**src/sv/lidar_emergency_brake_check_defines.svh**
```systemverilog
`ifndef LIDAR_EMERGENCY_BRAKE_CHECK_DEFINES_SVH
`define LIDAR_EMERGENCY_BRAKE_CHECK_DEFINES_SVH

// Same-cycle implication, checked on every rising clock edge outside reset.
`define LEBC_ASSERT_NOW(label, ante, cons, msg) \
   label: assert property (@(posedge clock) disable iff (reset) (ante) |-> (cons)) \
      else $error(msg);

// Next-cycle implication, checked on every rising clock edge outside reset.
`define LEBC_ASSERT_NEXT(label, ante, cons, msg) \
   label: assert property (@(posedge clock) disable iff (reset) (ante) |=> (cons)) \
      else $error(msg);

`endif

```
**src/sv/lebc_pkg.sv**
```systemverilog
`timescale 1ns / 1ps
`default_nettype none

package lebc_pkg;

   localparam int unsigned NUM_WIN = 4;

   // distance 0..65535 mm, radius 0 means no return
   localparam logic [15:0] NO_RETURN = 16'hFFFF;
   localparam logic [15:0] FAR_LIMIT = 16'd20000;

   // forward windows in 1/16 degree: inside when angle <= low or angle >= high
   localparam logic [12:0] WIN_LOW  [NUM_WIN] = '{13'd720, 13'd480, 13'd320, 13'd240};
   localparam logic [12:0] WIN_HIGH [NUM_WIN] = '{13'd5040, 13'd5280, 13'd5440, 13'd5520};

   // speed thresholds, Q8.8
   localparam logic signed [15:0] BAND1_SPEED = 16'sd5120;
   localparam logic signed [15:0] BAND2_SPEED = 16'sd6400;
   localparam logic signed [15:0] BAND3_SPEED = 16'sd7680;
   localparam logic signed [15:0] SLOW_SPEED  = 16'sd4096;
   localparam logic signed [15:0] MID_SPEED   = 16'sd4864;
   localparam logic signed [15:0] FAST_SPEED  = 16'sd8960;
   localparam logic signed [15:0] REVERSE_SPEED = -16'sd3;

   localparam logic [15:0] SLOW_DIST = 16'd200;
   localparam logic [15:0] MID_DIST  = 16'd400;
   localparam logic [15:0] FAST_DIST = 16'd1500;

   // register indexes
   localparam logic [2:0] CSR_FLEXIBLE_MODE   = 3'd0;
   localparam logic [2:0] CSR_FIXED_DISTANCE  = 3'd1;
   localparam logic [2:0] CSR_SQUARE_COEF     = 3'd2;
   localparam logic [2:0] CSR_LINEAR_COEF     = 3'd3;
   localparam logic [2:0] CSR_DISTANCE_OFFSET = 3'd4;

   localparam logic OP_SCAN_POINT = 1'b0;
   localparam logic OP_SPEED      = 1'b1;

   typedef struct packed {
      logic              operation;
      logic              scan_start;
      logic [12:0]       point_angle;
      logic [15:0]       point_radius;
      logic signed [15:0] speed_value;
      logic [31:0]       stamp;
   } lebc_req_type;

   typedef struct packed {
      logic signed [15:0] pass_speed;
      logic              brake;
      logic [31:0]       stamp_out;
   } lebc_rsp_type;

   typedef struct packed {
      logic update_scan;
      logic capture_sample;
      logic load_result;
   } lebc_cmd_type;

   typedef enum logic [3:0] {
      ST_IDLE = 4'b0001,
      ST_SQR  = 4'b0010,
      ST_PROD = 4'b0100,
      ST_EVAL = 4'b1000
   } lebc_state_type;

endpackage

`default_nettype wire

```
**src/sv/lebc_ctrl.sv**
```systemverilog
`timescale 1ns / 1ps
`default_nettype none

`include "lidar_emergency_brake_check_defines.svh"

module lebc_ctrl
   import lebc_pkg::*;
(
   input  wire logic         clock,
   input  wire logic         reset,
   input  wire logic         req_valid,
   input  wire logic         req_operation,
   output logic              req_stall,
   output logic              rsp_valid,
   input  wire logic         rsp_stall,
   output lebc_cmd_type      cmd
);

   lebc_state_type state_ff, state_in;
   logic           rsp_valid_ff, rsp_valid_in;
   logic           req_take;
   logic           slot_free;

   assign req_stall = (state_ff != ST_IDLE);
   assign req_take  = req_valid && !req_stall;
   assign slot_free = !rsp_valid_ff || !rsp_stall;

   always_comb begin
      state_in = state_ff;
      cmd      = '0;
      case (state_ff)
         ST_IDLE: begin
            if (req_take) begin
               if (req_operation == OP_SPEED) begin
                  cmd.capture_sample = 1'b1;
                  state_in = ST_SQR;
               end else begin
                  cmd.update_scan = 1'b1;
               end
            end
         end
         ST_SQR:  state_in = ST_PROD;
         ST_PROD: state_in = ST_EVAL;
         ST_EVAL: begin
            // hold until the output register can take the result
            if (slot_free) begin
               cmd.load_result = 1'b1;
               state_in = ST_IDLE;
            end
         end
         default: state_in = ST_IDLE;
      endcase
   end

   always_comb begin
      rsp_valid_in = rsp_valid_ff;
      if (cmd.load_result) begin
         rsp_valid_in = 1'b1;
      end else if (!rsp_stall) begin
         rsp_valid_in = 1'b0;
      end
   end

   always_ff @(posedge clock) begin
      if (reset) begin
         state_ff     <= ST_IDLE;
         rsp_valid_ff <= 1'b0;
      end else begin
         state_ff     <= state_in;
         rsp_valid_ff <= rsp_valid_in;
      end
   end

   assign rsp_valid = rsp_valid_ff;

   `LEBC_ASSERT_NEXT(a_sample_starts, req_take && (req_operation == OP_SPEED),
      state_ff == ST_SQR, "speed sample did not start evaluation")
   `LEBC_ASSERT_NEXT(a_sqr_to_prod, state_ff == ST_SQR, state_ff == ST_PROD,
      "multiply stage skipped")
   `LEBC_ASSERT_NEXT(a_eval_waits, (state_ff == ST_EVAL) && rsp_valid_ff && rsp_stall,
      state_ff == ST_EVAL, "result would overwrite a waiting one")
   `LEBC_ASSERT_NEXT(a_load_shows, cmd.load_result, rsp_valid_ff,
      "loaded result not presented")

endmodule

`default_nettype wire

```
**src/sv/lebc_datapath.sv**
```systemverilog
`timescale 1ns / 1ps
`default_nettype none

module lebc_datapath
   import lebc_pkg::*;
(
   input  wire logic         clock,
   input  wire logic         reset,
   input  wire lebc_cmd_type cmd,
   input  wire lebc_req_type req_data,
   input  wire logic         csr_we,
   input  wire logic [2:0]   csr_index,
   input  wire logic [15:0]  csr_wdata,
   output lebc_rsp_type      rsp_data
);

   // configuration
   logic               flexible_mode_ff;
   logic [15:0]        fixed_distance_ff;
   logic signed [15:0] square_coef_ff;
   logic signed [15:0] linear_coef_ff;
   logic signed [15:0] distance_offset_ff;

   // window minima and brake state
   logic [15:0] win_min_ff [NUM_WIN];
   logic [15:0] win_min_in [NUM_WIN];
   logic        brake_ff, brake_in;

   // captured sample and arithmetic pipeline
   logic signed [15:0] spd_ff;
   logic [31:0]        stamp_ff;
   logic [13:0]        spd_mag;
   logic [27:0]        sq_ff, sq_in;
   logic signed [30:0] lin_s_ff, lin_s_in;
   logic signed [44:0] prod_ff, prod_in;
   logic signed [44:0] base_ff, base_in;
   logic signed [45:0] dist_sum;
   logic signed [45:0] min_scaled;

   lebc_rsp_type rsp_ff, rsp_in;
   logic [15:0]  sel_min;
   logic         near;

   always_ff @(posedge clock) begin
      if (reset) begin
         flexible_mode_ff   <= 1'b1;
         fixed_distance_ff  <= 16'd500;
         square_coef_ff     <= '0;
         linear_coef_ff     <= '0;
         distance_offset_ff <= '0;
      end else if (csr_we) begin
         case (csr_index)
            CSR_FLEXIBLE_MODE:   flexible_mode_ff   <= csr_wdata[0];
            CSR_FIXED_DISTANCE:  fixed_distance_ff  <= csr_wdata;
            CSR_SQUARE_COEF:     square_coef_ff     <= csr_wdata;
            CSR_LINEAR_COEF:     linear_coef_ff     <= csr_wdata;
            CSR_DISTANCE_OFFSET: distance_offset_ff <= csr_wdata;
            default: ;
         endcase
      end
   end

   // scan point: restart on scan start, then fold in a nonzero radius
   always_comb begin
      logic [15:0] start_val;
      for (int i = 0; i < NUM_WIN; i++) begin
         start_val = req_data.scan_start ? NO_RETURN : win_min_ff[i];
         win_min_in[i] = start_val;
         if ((req_data.point_radius != '0) &&
             ((req_data.point_angle <= WIN_LOW[i]) || (req_data.point_angle >= WIN_HIGH[i])) &&
             (req_data.point_radius < start_val)) begin
            win_min_in[i] = req_data.point_radius;
         end
      end
   end

   always_ff @(posedge clock) begin
      if (reset) begin
         for (int i = 0; i < NUM_WIN; i++) begin
            win_min_ff[i] <= NO_RETURN;
         end
      end else if (cmd.update_scan) begin
         for (int i = 0; i < NUM_WIN; i++) begin
            win_min_ff[i] <= win_min_in[i];
         end
      end
   end

   always_ff @(posedge clock) begin
      if (cmd.capture_sample) begin
         spd_ff   <= req_data.speed_value;
         stamp_ff <= req_data.stamp;
      end
   end

   // speed is below 2^14 in the quadratic band, so 14 magnitude bits suffice
   assign spd_mag = spd_ff[13:0];

   always_comb begin
      sq_in    = {14'b0, spd_mag} * {14'b0, spd_mag};
      lin_s_in = {{15{linear_coef_ff[15]}}, linear_coef_ff} * $signed({17'b0, spd_mag});
      prod_in  = {{29{square_coef_ff[15]}}, square_coef_ff} * $signed({17'b0, sq_ff});
      base_in  = {{6{lin_s_ff[30]}}, lin_s_ff, 8'b0}
               + {{5{distance_offset_ff[15]}}, distance_offset_ff, 24'b0};
   end

   always_ff @(posedge clock) begin
      sq_ff    <= sq_in;
      lin_s_ff <= lin_s_in;
      prod_ff  <= prod_in;
      base_ff  <= base_in;
   end

   // distance in Q.24; radius < ceil(d) is radius * 2^24 < d, and the
   // saturated case only differs at radius 65535, which brakes anyway
   assign dist_sum   = {prod_ff[44], prod_ff} + {base_ff[44], base_ff};
   assign min_scaled = $signed({6'b0, sel_min, 24'b0});

   always_comb begin
      if (spd_ff < BAND1_SPEED) begin
         sel_min = win_min_ff[0];
      end else if (spd_ff < BAND2_SPEED) begin
         sel_min = win_min_ff[1];
      end else if (spd_ff < BAND3_SPEED) begin
         sel_min = win_min_ff[2];
      end else begin
         sel_min = win_min_ff[3];
      end

      if (!flexible_mode_ff) begin
         near = sel_min < fixed_distance_ff;
      end else if (spd_ff < SLOW_SPEED) begin
         near = sel_min < SLOW_DIST;
      end else if (spd_ff < MID_SPEED) begin
         near = sel_min < MID_DIST;
      end else if (spd_ff >= FAST_SPEED) begin
         near = sel_min < FAST_DIST;
      end else begin
         near = dist_sum > min_scaled;
      end

      brake_in = brake_ff;
      if (!spd_ff[15]) begin
         brake_in = near || (sel_min > FAR_LIMIT);
      end else if (spd_ff <= REVERSE_SPEED) begin
         brake_in = 1'b0;
      end

      rsp_in.pass_speed = brake_in ? '0 : spd_ff;
      rsp_in.brake      = brake_in;
      rsp_in.stamp_out  = stamp_ff;
   end

   always_ff @(posedge clock) begin
      if (reset) begin
         brake_ff <= 1'b0;
      end else if (cmd.load_result) begin
         brake_ff <= brake_in;
      end
   end

   always_ff @(posedge clock) begin
      if (cmd.load_result) begin
         rsp_ff <= rsp_in;
      end
   end

   assign rsp_data = rsp_ff;

endmodule

`default_nettype wire

```
**src/sv/lidar_emergency_brake_check.sv**
```systemverilog
// Scan point: the window minima update at the edge that takes the transfer.
// Speed sample: captured at the transfer, then squared, multiplied and compared in
// the two-step multiply pipeline (SQR, PROD, EVAL) before the output register loads.
// Throughput: one scan point per cycle while no speed sample is in flight; a speed
// sample stalls the input until loaded, longer while a waiting result is stalled.
// Reset (synchronous, active high): minima to 65535, brake clear, registers to defaults.
`timescale 1ns / 1ps
`default_nettype none

module lidar_emergency_brake_check
   import lebc_pkg::*;
(
   input  wire logic         clock,
   input  wire logic         reset,
   // input channel
   input  wire logic         req_valid,
   output logic              req_stall,
   input  wire lebc_req_type req_data,
   // result channel
   output logic              rsp_valid,
   input  wire logic         rsp_stall,
   output lebc_rsp_type      rsp_data,
   // register writes
   input  wire logic         csr_we,
   input  wire logic [2:0]   csr_index,
   input  wire logic [15:0]  csr_wdata
);

   lebc_cmd_type cmd;

   // Sequencer: takes a transfer only when idle, walks a speed sample through
   // the multiply stages and waits in the last one for a free output slot.
   lebc_ctrl u_ctrl (
      .clock         (clock),
      .reset         (reset),
      .req_valid     (req_valid),
      .req_operation (req_data.operation),
      .req_stall     (req_stall),
      .rsp_valid     (rsp_valid),
      .rsp_stall     (rsp_stall),
      .cmd           (cmd)
   );

   // Datapath: registers, window minima, braking distance arithmetic,
   // brake flag and the output register.
   lebc_datapath u_datapath (
      .clock     (clock),
      .reset     (reset),
      .cmd       (cmd),
      .req_data  (req_data),
      .csr_we    (csr_we),
      .csr_index (csr_index),
      .csr_wdata (csr_wdata),
      .rsp_data  (rsp_data)
   );

endmodule

`default_nettype wire

```
**config.mk**
```make
export PLATFORM = sky130hd
export DESIGN_NAME = lidar_emergency_brake_check
export DESIGN_NICKNAME = d
export VERILOG_FILES = /design/src/sv/lebc_pkg.sv /design/src/sv/lebc_ctrl.sv /design/src/sv/lebc_datapath.sv /design/src/sv/lidar_emergency_brake_check.sv
export VERILOG_INCLUDE_DIRS = /design/src /design/src/sv
export SDC_FILE = /design/constraint.sdc
export NUM_CORES = 2
export LEC_CHECK = 0
export BUFFER_PORTS_ARGS = -buffer_cell sky130_fd_sc_hd__buf_4
export CAP_MARGIN = 20
export CORE_ASPECT_RATIO = 2
export CORE_MARGIN = 2
export CORE_UTILIZATION = 59
export DETAILED_ROUTE_END_ITERATION = 7
export PLACE_DENSITY = 0.76
export SLEW_MARGIN = 25
export SYNTH_ARGS = -nofsm -noshare
export SYNTH_HDL_FRONTEND = slang
export SYNTH_SLANG_ARGS = --single-unit
```
**constraint.sdc**
```tcl
create_clock -name clock -period 7 [get_ports clock]
set_clock_uncertainty 0.15 [all_clocks]
set_input_delay 0 -clock clock [delete_from_list [all_inputs] [get_ports clock]]
set_output_delay 0 -clock clock [all_outputs]
set_load 0.02 [all_outputs]
```
Word level (Yosys, flattened, before mapping):

Memories as Yosys holds them, arrays and structs flattened.
Cells that the tools add are included.

* register bits after elaboration: 313
* RAM bits: 64
* bits of input ports: 103
* logic and storage cells: 129
* memories kept: 1

* add/subtract/negate cells: 2
* multiply operators: 3
* $lt $le $gt $ge: 25
* equal/unequal tests: 13
* mux-type cells: 38
* bitwise gates (word level): 4
* reductions and logical operators: 26

Memory list
* u_datapath.win_min_ff: depth 4, bits a word 16, rd ports 4, clocked after memory_dff 0, write ports 4, RTL line lebc_datapath.sv:25 `logic [15:0] win_min_ff [NUM_WIN];`

Operator list (count)
* two-way mux 16 bit: 15
* less-than comparator 16 x 14 -> 1 bit, second input constant: 5
* less-than comparator 16 bit: 5
* greater-or-equal comparator 13 bit, second input constant: 4
* adder 45 x 41 -> 46 bit: 1
* > comparator 46 x 41 -> 1 bit: 1
* multiplier 16 x 29 -> 45 bit: 1
* adder 39 x 40 -> 41 bit: 1
* multiplier 16 x 15 -> 31 bit: 1
* multiplier 14 x 14 -> 28 bit: 1
* less-or-equal comparator 13 x 9 -> 1 bit, second input constant: 2
* two-way mux 1 bit: 17
* greater-or-equal comparator 16 x 15 -> 1 bit, second input constant: 1
* > comparator 16 x 15 -> 1 bit, second input constant: 1
* less-or-equal comparator 16 x 3 -> 1 bit, second input constant: 1
* less-than comparator 16 x 11 -> 1 bit, second input constant: 1
* less-than comparator 16 x 8 -> 1 bit, second input constant: 1
* less-than comparator 16 x 9 -> 1 bit, second input constant: 1
* case mux 4 bit (4 select lines): 1
* nonzero test 16 bit: 1
* less-or-equal comparator 13 x 10 -> 1 bit, second input constant: 1
* less-or-equal comparator 13 x 8 -> 1 bit, second input constant: 1
* two-way mux 4 bit: 3
* AND reduction 2 bit: 5
* 17 further kinds: 39

Longest topological paths before layout:

* word-level depth: 11
* mapped depth: 27

Hierarchy:

Synthesis repeated with hierarchy kept, for this count alone.

* cell total of the unflattened synthesis: 4995
* area total of the unflattened synthesis: 46154.3 um^2

Modules (own cells, without submodules)
* lebc_datapath: times used 1, cells each 4967, area each 45890.3 um^2, seq. area each 8878.5 um^2
* lebc_ctrl: times used 1, cells each 28, area each 264.0 um^2, seq. area each 100.1 um^2

Worst setup path before layout:

No wires, ideal clock.

* path kind: reg2reg
* start point: reg u_datapath.square_coef_ff[3]
* end point: reg u_datapath.prod_ff[44]
* library setup time: 72 ps
* data arrival time: 6644 ps
* required time: 6778 ps
* slack: 134 ps
* stages on the path, launching flop included: 25
* cells stage by stage: dfxtp_1 > clkbuf_1 > clkbuf_1 > nand2_1 > fa_1 > fa_1 > fa_1 > inv_1 > fa_1 > fa_1 > inv_1 > fa_1 > inv_1 > ha_1 > and2_1 > nand3_1 > or4b_2 > a41oi_1 > o21ai_0 > a31oi_1 > o2111ai_1 > a21boi_0 > a311oi_1 > o21bai_1 > xnor2_1

* cells in the longest elaborated chain, start to end: 1

Ends and longest elaborated chain
* start: declaration: RTL line lebc_datapath.sv:20 `logic signed [15:0] square_coef_ff;`
* start signal: assignment: RTL line lebc_datapath.sv:55 `CSR_SQUARE_COEF: square_coef_ff <= csr_wdata;`
* multiplier 16 x 29 -> 45 bit: RTL line lebc_datapath.sv:102 `prod_in = {{29{square_coef_ff[15]}}, square_coef_ff} * $signed({17'b0, sq_ff});`
* named net u_datapath.prod_in[44]: RTL line lebc_datapath.sv:35 `logic signed [44:0] prod_ff, prod_in;`
* end signal: assignment: RTL line lebc_datapath.sv:110 `prod_ff <= prod_in;`
* end: declaration: RTL line lebc_datapath.sv:35

The timed path passes the listed nets, and every way through them passes these cells.
A chain may end at the register's enable or synchronous reset.

Final worst setup path:

* start point: reg u_datapath.sq_ff[11]
* end point: reg u_datapath.prod_ff[37]

* cells in the longest elaborated chain, start to end: 1

Ends and longest elaborated chain
* start: declaration: RTL line lebc_datapath.sv:33 `logic [27:0] sq_ff, sq_in;`
* start signal: assignment: RTL line lebc_datapath.sv:108 `sq_ff <= sq_in;`
* multiplier 16 x 29 -> 45 bit: RTL line lebc_datapath.sv:102
* named net u_datapath.prod_in[37]: RTL line lebc_datapath.sv:35

The timed path passes the listed nets, and every way through them passes these cells.

==> metrics.md <==
| Metric | Value |
|---|---|
| RD Place Congestion | 1.00 |
| Fin crit share | between 90% and 100% |
| Final Hold Viols | 0 |
| Post-Route Utilization | 68.1% |
| CTS Sinks | 368 |
| CP startpoint | u_datapath.sq_ff[11] |
| Die Width | 201 µm |
| Arr. time, crit path | 7.16 ns |
| Area growth, synth to finish | 14.6% |
| Initial core utilization | 59.4% |
| Reg2Reg Depth | 22 |
| Number of synthesized flops with an enable pin | between 150 and 200 |
| Setup ws final | 0.217 ns |
| TritonCTS clock tree | yes |
| Max_cap viols | 0 |
| Worst Path Required | roughly 7.4 ns |
| Worst-path cell chain | buf_4, and2_1, fa_1, fa_1, fa_1, fa_2, fa_1, inv_1, fa_1, inv_1, ha_1, and4_1, a21oi_1, nand2_1, a221o_1, o21ai_2, buf_4, a21oi_1, or2_2, a21o_1, a21oi_2, xnor2_1 |
| TritonCTS buffer count | 38 |
| Largest family of logic cells by synthesized area | adder cells |
| Vias in the first global route | 40.0k |
| Detail Route Antenna Nets | 0 |
| Most used cell, CP | fa_1 |
| DRC Markers | 0 |
| YS warnings | 0 |
| Rel. slew slack | 28.8% |
| Number of I/O port buffers | about 150 |
| Ys async rst share | 0% |
| Critical path capture point type | flop |
| Worst Setup EP | u_datapath.prod_ff[37] |
| R2R setup slack | between 0.2 and 0.25 ns |
| P per Cell Area | just over 200 nW/µm² |
| Drt wl/cell | approximately 21 µm |
| Static leakage | 25.2 nW |
| Synth top area cells | fa_1 (30%), ha_1 (12%), edfxtp_1 (11%) |
| Yosys reg bits | approximately 370 |
| Sequential fraction of the synthesis area | 19.7% |
| CTS root buffer | clkbuf_16 |
| CP max FO | 12 |
| Avg Inst Size Synth | 9.20 µm² |
| Simple-gate share of the synthesized area | 15.3% |
| Status | finished clean |
| Reg clk slew, reported paths | 0.07 ns |
| Final wirelength | 136 mm |
| Min Tclk post-route | a little under 7 ns |
| Critical Path Source Type | flop |
| CORE AREA | 76800 µm² |
| Die area | roughly 80000 µm² |
| CTS H-Tree Depth | 2 |
| Synth top area share | 30.4% |
| Vias/cell | 5.73 |
| Adder-cell share of the synthesized area | 42.8% |
| Worst Hold Launch | req_data[38] |
| Cell taking the most area after synthesis | fa_1 |
| Slowest cell on crit path | fa_1 |
| Worst-Skew Late Latency | just over 0.6 ns |
| Synth Instances | 4957 |
| DP Worst Slack | -0.0828 ns |
| Hold Path Class | in -> reg |
| Final #Nets | ~6.6k |
| Finished Layout Cells | 6392 |
| First-pass GRT wire length | 214 mm |
| Remaining global-route overflow | 0 |
| Fmax achieved | 147 MHz |
| Pin count of the biggest net entering global routing | 76 |
| Worst R2R Start | u_datapath.sq_ff[11] |
| Post-synth top cells | inv_1 (942), fa_1 (692), nand2_1 (608) |
| Number of cell rows | 144 |
| Synth Area in Compound Gates | a little under a tenth |
| Initial detailed-routing violation count | 2201 |
| TritonRoute pass-1 iters | 6 |
| Kind of critical path | reg -> reg |
| Dpl hpwl | about 110 mm |
| Post-Synth XOR/XNOR Area | 2.46% |
| Worst stage delay on the critical path | around 0.61 ns |
| Final Slew Violations | 0 |
| Synth cell types | 84 |
| DR vias | 36.6k |
| Placed Cells | 6170 |
| Height of the die | just under 400 µm |
| Layout cells sized above 1 | 10.0% |
| Mapped cell area | 45600 µm² |
| Ys flop type | dfxtp_1 |
| Clock buffer depth | 3 |
| Worst-Margin Slew | 1.06 ns |
| Mux cell area share after synthesis | less than 1% |
| I/O pin count | 154 |
| GRT Util Overall | between 30% and 40% |
| Fillcell total | ~6k |
| Dominant cell by count in the synthesized netlist | inv_1 |
| R2r endpoint | u_datapath.prod_ff[37] |
| Peak VDD IR | approximately 0.44 mV |
| Final setup fails | 0 |
| Initial antenna violation count | 4 |
| Unrepaired setup endpoints after global routing | true |
## flip-flops by register name, summed over array words and instances (netlist names), 16 cells and up
| name | flops |
|---|---|
| u_datapath.base_ff | 33 |
| u_datapath.distance_offset_ff | 16 |
| u_datapath.fixed_distance_ff | 16 |
| u_datapath.lin_s_ff | 31 |
| u_datapath.linear_coef_ff | 16 |
| u_datapath.prod_ff | 45 |
| u_datapath.rsp_data | 49 |
| u_datapath.spd_ff | 16 |
| u_datapath.sq_ff | 27 |
| u_datapath.square_coef_ff | 16 |
| u_datapath.stamp_ff | 32 |
| u_datapath.win_min_ff | 64 |
## critical path, delay by kind of cell, from the launching register on
kind / cells / cell delay, ns
xor+xnor: 1 / 0.13
buf+inv: 4 / 0.51
flops: 1 / 0.46
simple gates: 4 / 0.81
fa+ha+maj: 7 / 3.57
compound gates: 6 / 1.09
## layout by cell type (no fill, tap or decap), types with 8 or more instances in the layout
master,n
edfxtp_1,161
nor3_1,76
buf_12,20
nand3b_1,13
a21oi_1,247
o31ai_1,8
and2_1,366
a221oi_1,11
o211ai_1,15
clkbuf_16,40
dfxtp_1,197
or2_2,8
dfxtp_2,8
buf_4,362
mux2_2,28
xor2_1,30
o21a_1,42
nand4_1,21
nand2_1,608
dlygate4sd3_1,145
ha_1,450
and3_1,26
fa_1,688
a211oi_1,16
nor2b_1,23
xnor2_1,97
nor4_1,17
nor2_1,206
nand3_1,30
o21ai_0,143
inv_1,942
nand2b_1,27
o21bai_1,20
o2111ai_1,11
a21o_1,71
## worst min-delay path by stage
stage,to,slack [ns],depth (start not counted)
3_5_place_dp,u_datapath.stamp_ff[30],0.03,1
5_1_grt,u_datapath.spd_ff[10],0.03,2
4_1_cts,u_datapath.spd_ff[6],0.02,2
6_report,u_datapath.spd_ff[6],0.04,2
2_1_floorplan,u_datapath.spd_ff[0],-0.05,0
3_3_place_gp,u_datapath.stamp_ff[8],0.03,1
## per-stage QoR
| step | hold slack (ns) | area, µm² | TNS [ns] | power, W |
|---|---|---|---|---|
| after global routing | 0.0314 | 52200 | -0.0897 | 0.0112 |
| after CTS | 0.0175 | 52000 | 0 | 0.0104 |
| final | 0.0364 | 52200 | 0 | 0.0105 |
| after floorplan | -0.0511 | 45600 | 0 | 0.00623 |
| after detailed placement | 0.0293 | 49300 | -0.191 | 0.00817 |
| after global placement | 0.0280 | 49300 | -0.0129 | 0.00810 |
## layout make-up
cell class / count / area (µm²) / area share [%]
clock buffer: 50 / 1060 / 2.03
inverter: 943 / 3540 / 6.77
tap: 1022 / 1280 / 2.45
clock inverter: 20 / 205 / 0.393
sequential: 368 / 9000 / 17.2
timing repair buffer: 532 / 4630 / 8.86
multi-input combinational: 3454 / 32500 / 62.3
antenna: 3 / 7.51 / 0.0144
## logic make-up (layout without fill, tap and decap cells)
kind of cell    after synthesis  after routing
other cells                   2             10
flops                       368            368
simple gates               1454           1454
mux                          34             34
buf+inv                    1140           1545
xor+xnor                    128            128
compound gates              687            687
fa+ha+maj                  1144           1144
## power breakdown
group,switching (W),internal (W)
Clock,0.000996,0.00114
Sequential,0.000312,0.00253
Combinational,0.00325,0.00230
Total,0.00456,0.00597
## what timing repair did
item                       in CTS  in global routing
hold buffers                  145                  0
pin swaps                       1                  8
gates resized for setup         7                 46
setup endpoints to repair      21                 32
hold endpoints to repair      184                  0
buffers inserted                0                  4
## routing by layer
layer / global-route usage, % / share of wire [%] / up-vias / routed length [µm]
met5: 0 / 0.011 / - / 15
met4: 32.8 / 11 / 2 / 15500
met3: 4.47 / 5.0 / 673 / 6800
met2: 63.7 / 52 / 1459 / 70700
met1: 34.3 / 32 / 18100 / 42800
li1: - / - / 16400 / -
Power figures use the tool's default switching activity.
